File: src/sv/blm_pkg.sv
// Shared constants, state codes and fixed-point helpers of the line minimizer.
package blm_pkg;

	localparam int QW = 32;
	localparam int DIV_W = 48;
	localparam logic signed [QW-1:0] Q_MAX = 32'sh7FFF_FFFF;
	localparam logic signed [QW-1:0] Q_MIN = 32'sh8000_0000;
	localparam logic signed [QW-1:0] CGOLD = 32'sd25033;

	localparam logic [1:0] ST_EVAL  = 2'd0;
	localparam logic [1:0] ST_FOUND = 2'd1;
	localparam logic [1:0] ST_LIMIT = 2'd2;

	localparam logic [1:0] PH_IDLE  = 2'd0;
	localparam logic [1:0] PH_FIRST = 2'd1;
	localparam logic [1:0] PH_EVAL  = 2'd2;

	localparam logic REG_TOL = 1'b0;
	localparam logic REG_MAX = 1'b1;

	function automatic logic signed [QW-1:0] sat66(input logic signed [65:0] v);
		logic signed [QW-1:0] r;
		if (v > 66'(Q_MAX))
			r = Q_MAX;
		else if (v < 66'(Q_MIN))
			r = Q_MIN;
		else
			r = v[QW-1:0];
		return r;
	endfunction

	function automatic logic signed [QW-1:0] qadd(input logic signed [QW-1:0] a,
			input logic signed [QW-1:0] b);
		return sat66(66'(a) + 66'(b));
	endfunction

	function automatic logic signed [QW-1:0] qsub(input logic signed [QW-1:0] a,
			input logic signed [QW-1:0] b);
		return sat66(66'(a) - 66'(b));
	endfunction

	// Product in Q32.32, shifted back with rounding toward minus infinity.
	function automatic logic signed [QW-1:0] qscale(input logic signed [65:0] p);
		return sat66(p >>> 16);
	endfunction

endpackage

File: src/sv/blm_mul.sv
// Shared signed multiplier with registered product.
module blm_mul import blm_pkg::*; (
	input  logic               clk,
	input  logic signed [32:0] op_a,
	input  logic signed [32:0] op_b,
	output logic signed [65:0] prod
);

	logic signed [65:0] prod_q;

	always_ff @(posedge clk) begin
		prod_q <= 66'(op_a) * 66'(op_b);
	end

	assign prod = prod_q;

endmodule

File: config.mk
export PLATFORM = sky130hd
export DESIGN_NAME = blm_mul
export DESIGN_NICKNAME = d
export VERILOG_FILES = /design/src/sv/blm_pkg.sv /design/src/sv/blm_mul.sv
export SDC_FILE = /design/constraint.sdc
export NUM_CORES = 2
export LEC_CHECK = 0
export ABC_AREA = 0
export BUFFER_PORTS_ARGS = -buffer_cell sky130_fd_sc_hd__buf_2
export CAP_MARGIN = 30
export CORE_MARGIN = 2
export CORE_UTILIZATION = 60
export CTS_BUF_LIST = sky130_fd_sc_hd__clkbuf_2 sky130_fd_sc_hd__clkbuf_4 sky130_fd_sc_hd__clkbuf_8
export DETAILED_ROUTE_END_ITERATION = 8
export GPL_TIMING_DRIVEN = 0
export PLACE_DENSITY = 0.77
export SETUP_SLACK_MARGIN = 0.2
export SYNTH_ARGS = -nofsm -noshare
export SYNTH_HDL_FRONTEND = slang
export SYNTH_SLANG_ARGS = --single-unit
export TNS_END_PERCENT = 30
File: constraint.sdc
create_clock -name clk -period 20.8 [get_ports clk]
set_clock_uncertainty 0.1 [all_clocks]
set_input_delay 2.08 -clock clk [delete_from_list [all_inputs] [get_ports clk]]
set_output_delay 2.08 -clock clk [all_outputs]
set_load 0.02 [all_outputs]
==> out/metrics.cfg <==
[outcome]
status=completed

[yosys]
synth_edf_count=0
synth_area_um2=40700
synth_area_per_cell_um2=9.39
synth_top_cell_area_share_pct=56.3
synthArstFlopShare_pct=0
yosysTopAreaCell=fa_1
yosysSeqAreaShare_pct=3.24
synth_xor_area_share_pct=1.46
synth_top_family_by_area=adder cells
yosys-top-cells-area=fa_1, inv_1, and2_1
synth_compound_area_share_pct=4.07
syn-num-nets=5767
synth_simple_gate_area_share_pct=15.8
yosys_warnings=0
ys_ff_latch=66
muxShareOfSynthArea_pct=0
synthFlopType=dfxtp_1
synth_fa_ha_area_share_pct=62.9
synth_cells=4338
synth_cell_types=80

[setup_path]
path_class=primary input to flip-flop
cp-startpoint=op_a[32]
required_ns=21.03
cp_slowest_cell=fa_1
crit_fanout=10
crit_end=prod[64]
startpoint_type=primary input
max_stage_delay_ns=0.91
arrival_ns=11.08
path_common_cell=fa_1
cp_cell_sequence=buf_2 -> clkbuf_1 -> nand2_1 -> inv_1 -> fa_1 -> fa_1 -> fa_1 -> inv_1 -> fa_1 -> inv_1 -> fa_1 -> fa_1 -> fa_1 -> inv_1 -> fa_1 -> inv_1 -> ha_1 -> clkbuf_1 -> nand4_1 -> nor3_1 -> o311ai_4 -> nand3_2 -> a211oi_1 -> a311oi_1
end_kind=flip-flop

[die]
core_um2=67200
num_rows=95
start_util_pct=60.7
die_area_um2=70000
ios=133
die_h_um=265
die_w_um=265

[timing]
max_freq_mhz=92.2
fin_crit_sh_pct=52.1
max-slew-margin-rel_pct=27.3
finalSetupTns_ns=0
worstMarginPinSlew_ns=1.09
fin_ws_ns=9.96
hold_viol=0
finalCriticalPeriod_ns=10.84
finalSetupViolCount=0
rsz0062_at_grt=false
drv_slew=0
hold_ws_ns=2.00

[grt]
grt_overflow=0
grt_first_pass_wirelength_um=207000
grt_usage_pct=40.9
antenna_found_initial=9
grt_max_degree=21
grt_pass1_vias=33172

[routing]
drt_wl_total_um=137000
vias=31311
wire_per_inst_um=25.5
drt-pass1-iter-count=5
antenna_left=0
drtIter0Drc=3167
drcViolationCount=0
vias_per_cell=5.83

[placement]
gp_congestion=1.10
dp_hpwl_um=119000
port_buffers=132
place_ws_ns=9.73

[run]
maxCapViolations=0

[cts]
clkSlewWorstSetupHoldPaths_ns=0.10
htree_levels=3
cts_resized=0
clockRootBuffer=clkbuf_8
cts_hold_buf=0
clock-sinks=66
clk_path_buf_depth=2
cts-buffers-inserted=9
post_cts_buffers=0
cts_tree=yes

[layout]
drive_above_1_share_pct=4.50
area_delta_synth_final_pct=5.22
fin_nets=5915
fill_cells=5672
largest_reg_flops=66
finish.utilization_pct=63.8

[hold_path]
min-delay-path-class=primary input to flip-flop

## cell usage after synthesis (all sizes together), types with 9 or more instances
cell,count
fa,1145
inv,1131
and2,563
nand2,551
ha,217
clkbuf,208
nor2,68
dfxtp,66
a21oi,61
xnor2,43
a21o,38
o21ai,33
nand3,26
xor2,25
buf,13
nand2b,12
nand4,12
a211oi,11
o21bai,11
a31oi,9
## worst min path at each step
| stage | startpoint | endpoint | slack (ns) | cells past startpoint |
|---|---|---|---|---|
| 5_1_grt | op_a[0] | prod[0] | 2.01 | 2 |
| 2_1_floorplan | op_a[0] | prod[0] | 2.11 | 1 |
| 4_1_cts | op_a[0] | prod[0] | 2.00 | 2 |
| 3_3_place_gp | prod[12] | prod[12] | 2.40 | 1 |
| 6_report | op_a[0] | prod[0] | 2.00 | 2 |
| 3_5_place_dp | prod[6] | prod[6] | 2.39 | 1 |
## stage by stage
| step | cells | area [um^2] |
|---|---|---|
| final | 5369 | 42900 |
| after global routing | 5365 | 42800 |
| after CTS | 5362 | 42800 |
| after detailed placement | 5346 | 42500 |
| after global placement | 5343 | 42500 |
| after floorplan | 4338 | 40700 |
## worst max-delay path, delay by kind of cell
kind / cells / cell delay (ns)
AOI/OAI and AO/OA: 3 / 0.79
adders and majority gates: 9 / 4.80
buffers and inverters: 8 / 1.95
and+or+nand+nor: 4 / 1.42
## cells in the final DEF (no fill, tap or decap), drive strengths merged, types with 5 or more instances in the layout
cell type  netlist  layout
a211o            6       6
a211oi          11      11
a21o            38      38
a21oi           61      61
a31oi            9       9
and2           563     563
and3             6       6
and4             5       5
buf             13     150
clkbuf         208     218
dfxtp           66      66
diode            0       5
fa            1145    1145
ha             217     217
inv           1131    1131
nand2          551     551
nand2b          12      12
nand3           26      26
nand4           12      12
nor2            68      68
nor2b            5       5
nor3             7       7
o211ai           5       5
o21a             6       6
o21ai           33      33
o21bai          11      11
o31ai            7       7
xnor2           43      43
xor2            25      25
## layer usage
metal	track usage [%]	vias up	routed length (um)
li1	-	12634	-
met1	51.4	16000	46900
met5	0	-	56
met4	29.2	8	12800
met3	11.4	580	17200
met2	61.5	2089	59800
## layout make-up
class	count	area, um^2	area share [%]
antenna	5	12.5	0.0292
clock inverter	6	138	0.321
inverter	1131	4250	9.91
multi-input combinational	2920	34300	80.1
clock buffer	10	138	0.321
tap	873	1090	2.55
sequential	66	1320	3.08
buffer	221	851	1.99
timing repair buffer	137	744	1.74
## kinds of logic after synthesis
logic type               count (synthesis)
AO/OA/AOI/OAI                          219
XOR/XNOR                                68
adder cells (fa/ha/maj)               1362
buffers and inverters                 1352
flip-flops                              66
AND/OR/NAND/NOR                       1271
Power is left out: the tool's default activity adds up to more than one toggle a clock period on the data nets, which glitch-free logic cannot reach.
