## config.mk

```make
export PLATFORM = sky130hd
export DESIGN_NAME = blm_div
export DESIGN_NICKNAME = d
export VERILOG_FILES = /design/src/sv/blm_pkg.sv /design/src/sv/blm_div.sv
export SDC_FILE = /design/constraint.sdc
export NUM_CORES = 1
export LEC_CHECK = 0
export BUFFER_PORTS_ARGS = -buffer_cell sky130_fd_sc_hd__buf_4
export CELL_PAD_IN_SITES_DETAIL_PLACEMENT = 0
export CELL_PAD_IN_SITES_GLOBAL_PLACEMENT = 1
export CORE_MARGIN = 2
export CORE_UTILIZATION = 47
export DETAILED_ROUTE_END_ITERATION = 6
export PLACE_DENSITY_LB_ADDON = 0.05
export SYNTH_ARGS = -nofsm -noshare
export SYNTH_HDL_FRONTEND = slang
export SYNTH_SLANG_ARGS = --single-unit
```

## constraint.sdc

```tcl
create_clock -name clk -period 7.95 [get_ports clk]
set_input_delay 1.9875 -clock clk [delete_from_list [all_inputs] [get_ports clk]]
set_output_delay 1.9875 -clock clk [all_outputs]
set_load 0.05 [all_outputs]
```

## src/sv/blm_pkg.sv

```systemverilog
// Shared constants, state codes and fixed-point helpers of the line minimizer.
package blm_pkg;

	localparam int QW = 32;
	localparam int DIV_W = 48;
	localparam logic signed [QW-1:0] Q_MAX = 32'sh7FFF_FFFF;
	localparam logic signed [QW-1:0] Q_MIN = 32'sh8000_0000;
	localparam logic signed [QW-1:0] CGOLD = 32'sd25033;

	localparam logic [1:0] ST_EVAL  = 2'd0;
	localparam logic [1:0] ST_FOUND = 2'd1;
	localparam logic [1:0] ST_LIMIT = 2'd2;

	localparam logic [1:0] PH_IDLE  = 2'd0;
	localparam logic [1:0] PH_FIRST = 2'd1;
	localparam logic [1:0] PH_EVAL  = 2'd2;

	localparam logic REG_TOL = 1'b0;
	localparam logic REG_MAX = 1'b1;

	function automatic logic signed [QW-1:0] sat66(input logic signed [65:0] v);
		logic signed [QW-1:0] r;
		if (v > 66'(Q_MAX))
			r = Q_MAX;
		else if (v < 66'(Q_MIN))
			r = Q_MIN;
		else
			r = v[QW-1:0];
		return r;
	endfunction

	function automatic logic signed [QW-1:0] qadd(input logic signed [QW-1:0] a,
			input logic signed [QW-1:0] b);
		return sat66(66'(a) + 66'(b));
	endfunction

	function automatic logic signed [QW-1:0] qsub(input logic signed [QW-1:0] a,
			input logic signed [QW-1:0] b);
		return sat66(66'(a) - 66'(b));
	endfunction

	// Product in Q32.32, shifted back with rounding toward minus infinity.
	function automatic logic signed [QW-1:0] qscale(input logic signed [65:0] p);
		return sat66(p >>> 16);
	endfunction

endpackage

```

## src/sv/blm_div.sv

```systemverilog
// Restoring divider, one quotient bit per cycle, for the parabolic step.
module blm_div import blm_pkg::*; (
	input  logic             clk,
	input  logic             arst_n,
	input  logic             start,
	input  logic [DIV_W-1:0] dividend,
	input  logic [QW-1:0]    divisor,
	output logic             done,
	output logic [DIV_W-1:0] quotient
);

	logic [DIV_W-1:0] num_q;
	logic [QW-1:0]    rem_q;
	logic [QW-1:0]    dv_q;
	logic [5:0]       cnt_q;
	logic             done_q;
	logic [QW-1:0]    trial;
	logic             take;

	assign trial = {rem_q[QW-2:0], num_q[DIV_W-1]};
	assign take  = (trial >= dv_q);

	always_ff @(posedge clk or negedge arst_n) begin
		if (!arst_n) begin
			cnt_q  <= '0;
			done_q <= 1'b0;
		end else begin
			done_q <= 1'b0;
			if (start) begin
				cnt_q <= 6'(DIV_W);
			end else if (cnt_q != '0) begin
				cnt_q <= cnt_q - 6'd1;
				if (cnt_q == 6'd1)
					done_q <= 1'b1;
			end
		end
	end

	always_ff @(posedge clk) begin
		if (start) begin
			num_q <= dividend;
			rem_q <= '0;
			dv_q  <= divisor;
		end else if (cnt_q != '0) begin
			rem_q <= take ? trial - dv_q : trial;
			num_q <= {num_q[DIV_W-2:0], take};
		end
	end

	assign done     = done_q;
	assign quotient = num_q;

endmodule

```

==> impl_results.md <==
* Critical path class: primary input to flop
* Status: complete, no violations
* Final Hold Fails at 0
* Sink Count at ~120
* I/O pin count at between 100 and 150
* Post-route ant nets at 0
* WL met2 at 7443 um
* Max-slew headroom at 0.3282
* Setup WS pre-CTS at between 3 and 4 ns
* Met3 WL at ~1000 um
* Crit-path cells: buf_4 -> buf_4 -> mux2_2
* DR WL/cell at approximately 17 um
* # Post-CTS Setup Buffers at 0
* CP Launch Type: primary input
* Max-cap violation count at 0
* Syn-to-layout area delta at 25.10%
* Placed cell area at 0.007816 mm2
* Post-synth EDFFs at 80
* Yosys Warn Count at 0
* Final net count at 875
* Slowest CP cell: buf_4
* H-tree depth at 4
* Finished Cell Area at about 0.0084 mm2
* Latest clock arrival within the worst-skew pair at 0.43 ns
* VDD IR max at 0.1958 mV
* Core Rows at 43
* Cells after Synth at 630
* Worst-case clock buffer depth at 2
* Overall power at 1.844 mW
* Starting density of the core at 0.4822
* Residual DRC at 0
* Top FF cell, synth: edfxtp_1
* N_diodes at 0
* Syn nets at 748
* Pwr/cell area at roughly 220 mW/mm2
* Post-synthesis register bit count at about 120
* Post-Syn Area at ~0.0067 mm2
* Slew @ Worst Pin at just over 1 ns
* Die Y at between 100 and 150 um
* First-iteration detailed-routing DRC count at 424
* CTS Root Cell: clkbuf_16
* Crit path largest cell delay at approximately 0.8 ns
* Fin Setup TNS at 0 ns
* Horiz. Die Dim at around 120 um
* Largest net degree at the start of global routing at slightly below 80
* WHS at 0.4994 ns
* Vias at 5243
* CTS tree: yes
* Fmax at roughly 290 MHz
* Most frequent cells in the layout: buf_4 (133), edfxtp_1 (80), nor2_1 (55), mux2_2 (49), inv_1 (44)
* Routability cong. at ~0.85
* Pleak at 3.595 nW
* DR vias/cell at ~5.5
* DRT Pass-1 Iters at 5
* Layout cells sized above 1 at 0.3078
* Setup crit end kind: flop
* Tcrit/Tclk final at 0.4391
* First-pass GRT wire length at 25360 um
* Total CTS buffers at 17
* Most common cell after layout, fill and taps aside: buf_4
* GRT Total Usage at 0.2131
* Hold-fix buffers, CTS at 0
* Congestion Overflow GR at 0
* Post-Route Skew at 0.01289 ns
* Setup Viol. Count Final at 0
* Clk slew on worst S/H paths at ~0.06 ns
* Area of the core at roughly 0.014 mm2
* Crit path DAT at between 3 and 4 ns
* Cell mode on critical path: buf_4
* Vias in the first global route at about 5200
* PortBufs at roughly 130
* Tmin final at roughly 3.5 ns
* Final worst slack at approximately 4.5 ns
* Uppermost routed layer: met4
* Met1 Wirelength at about 7100 um
* Die area at 0.01527 mm2
* Critical path required time at ~8.1 ns
* Async SR Flop Fraction at 0.05932
* Post-Syn Area per Cell at roughly 11 um2
* RSZ-0062 raised after global routing: false
* Hold WC Path Type: flop to flop
* Total wire length at ~16000 um
* Distinct cell type count after synthesis at 76
* Sequential element share of the synthesized area at 0.4760
* Crit-path max FO at 77
* HPWL after DPL at 11090 um
* Initial antenna violation count at 0
* Post-cts sizing count at 0
* Final Max Slew Viols at 0
[routing by layer]
metal / track usage / up-vias
met2: 0.3359 / 140
met3: 0.07795 / 15
met5: 0 / -
met4: 0.05824 / 0
li1: - / 2611
met1: 0.2762 / 2477
[synth_stat cells (all sizes together), types with 2 or more instances]
cell type  number  area share
a211oi         24       0.027
o41ai           4      0.0063
dfrtp           7       0.026
buf            16       0.015
o31ai           4      0.0065
a221oi          2      0.0026
xnor2          10       0.013
o21a            6      0.0067
a31o            2      0.0026
edfxtp         80        0.36
clkbuf          9      0.0052
a21oi          39       0.030
nor4            3      0.0028
or3             3      0.0035
a21boi          2      0.0028
nor3           24       0.019
o21ai          22       0.016
and2            7      0.0069
and3            8      0.0076
xor2            8       0.010
o211ai          7      0.0086
ha             34       0.063
o31a            4      0.0052
a31oi           7      0.0074
nor2           56       0.032
nand3b          2      0.0022
nor2b           4      0.0037
mux2i          10       0.015
mux2           49       0.082
nand2b          7      0.0065
o2111ai         2      0.0035
a22oi           5      0.0056
and4            3      0.0043
a311o           2      0.0030
a32oi           2      0.0026
a311oi          5      0.0065
nand2          43       0.024
dfxtp          31       0.092
or2             3      0.0028
a21o            3      0.0034
o21bai          2      0.0022
inv            45       0.025
nand4           4      0.0047
nand3           8      0.0060
[worst paths after layout]
| check | from | end | slack (ns) | cells after the start |
|---|---|---|---|---|
| max in group asynchronous | arst_n | cnt_q[3] | 6.46 | 1 |
| max reg2reg | quotient[47] | rem_q[30] | 4.60 | 11 |
| min reg2reg | rem_q[10] | rem_q[11] | 0.50 | 2 |
| min | rem_q[10] | rem_q[11] | 0.50 | 2 |
| min in group asynchronous | arst_n | cnt_q[1] | 1.37 | 1 |
| max | start | quotient[11] | 4.46 | 3 |
[power breakdown]
group | internal, mW | switching [mW]
Combinational | 0.131 | 0.204
Clock | 0.471 | 0.300
Sequential | 0.710 | 0.0276
Total | 1.31 | 0.532
[registers in the layout (all words and copies together), names as in the netlist]
register  flops
rem_q        31
quotient     48
dv_q         32
cnt_q         6
done          1
[cell type report]
class / count / area [um2]
timing repair buffer: 133 / 998.5
tap: 180 / 225.2
inverter: 45 / 168.9
fill: 1170 / 5529
multi-input combinational: 442 / 3226
clock inverter: 14 / 150.1
sequential: 118 / 3198
clock buffer: 18 / 439.2
[critical path, delay by kind of cell]
family,cells,cell delay [ns]
buf+inv,2,1.17
mux,1,0.42
[metrics by stage]
stage                 util  instances
detailed placement  0.5609        918
CTS                 0.6032        950
floorplan                -        630
global placement    0.5609        918
global route        0.6032        950
finish              0.6032        950
[cells by family after synthesis]
kind of cell	share of synthesized area
multiplexers	0.09702
AND/OR/NAND/NOR	0.1309
flip-flops	0.4760
XOR/XNOR	0.02346
AO/OA/AOI/OAI	0.1615
buffers and inverters	0.04488
adder cells (fa/ha/maj)	0.06629
No activity file was read; power rests on OpenSTA's default activity.
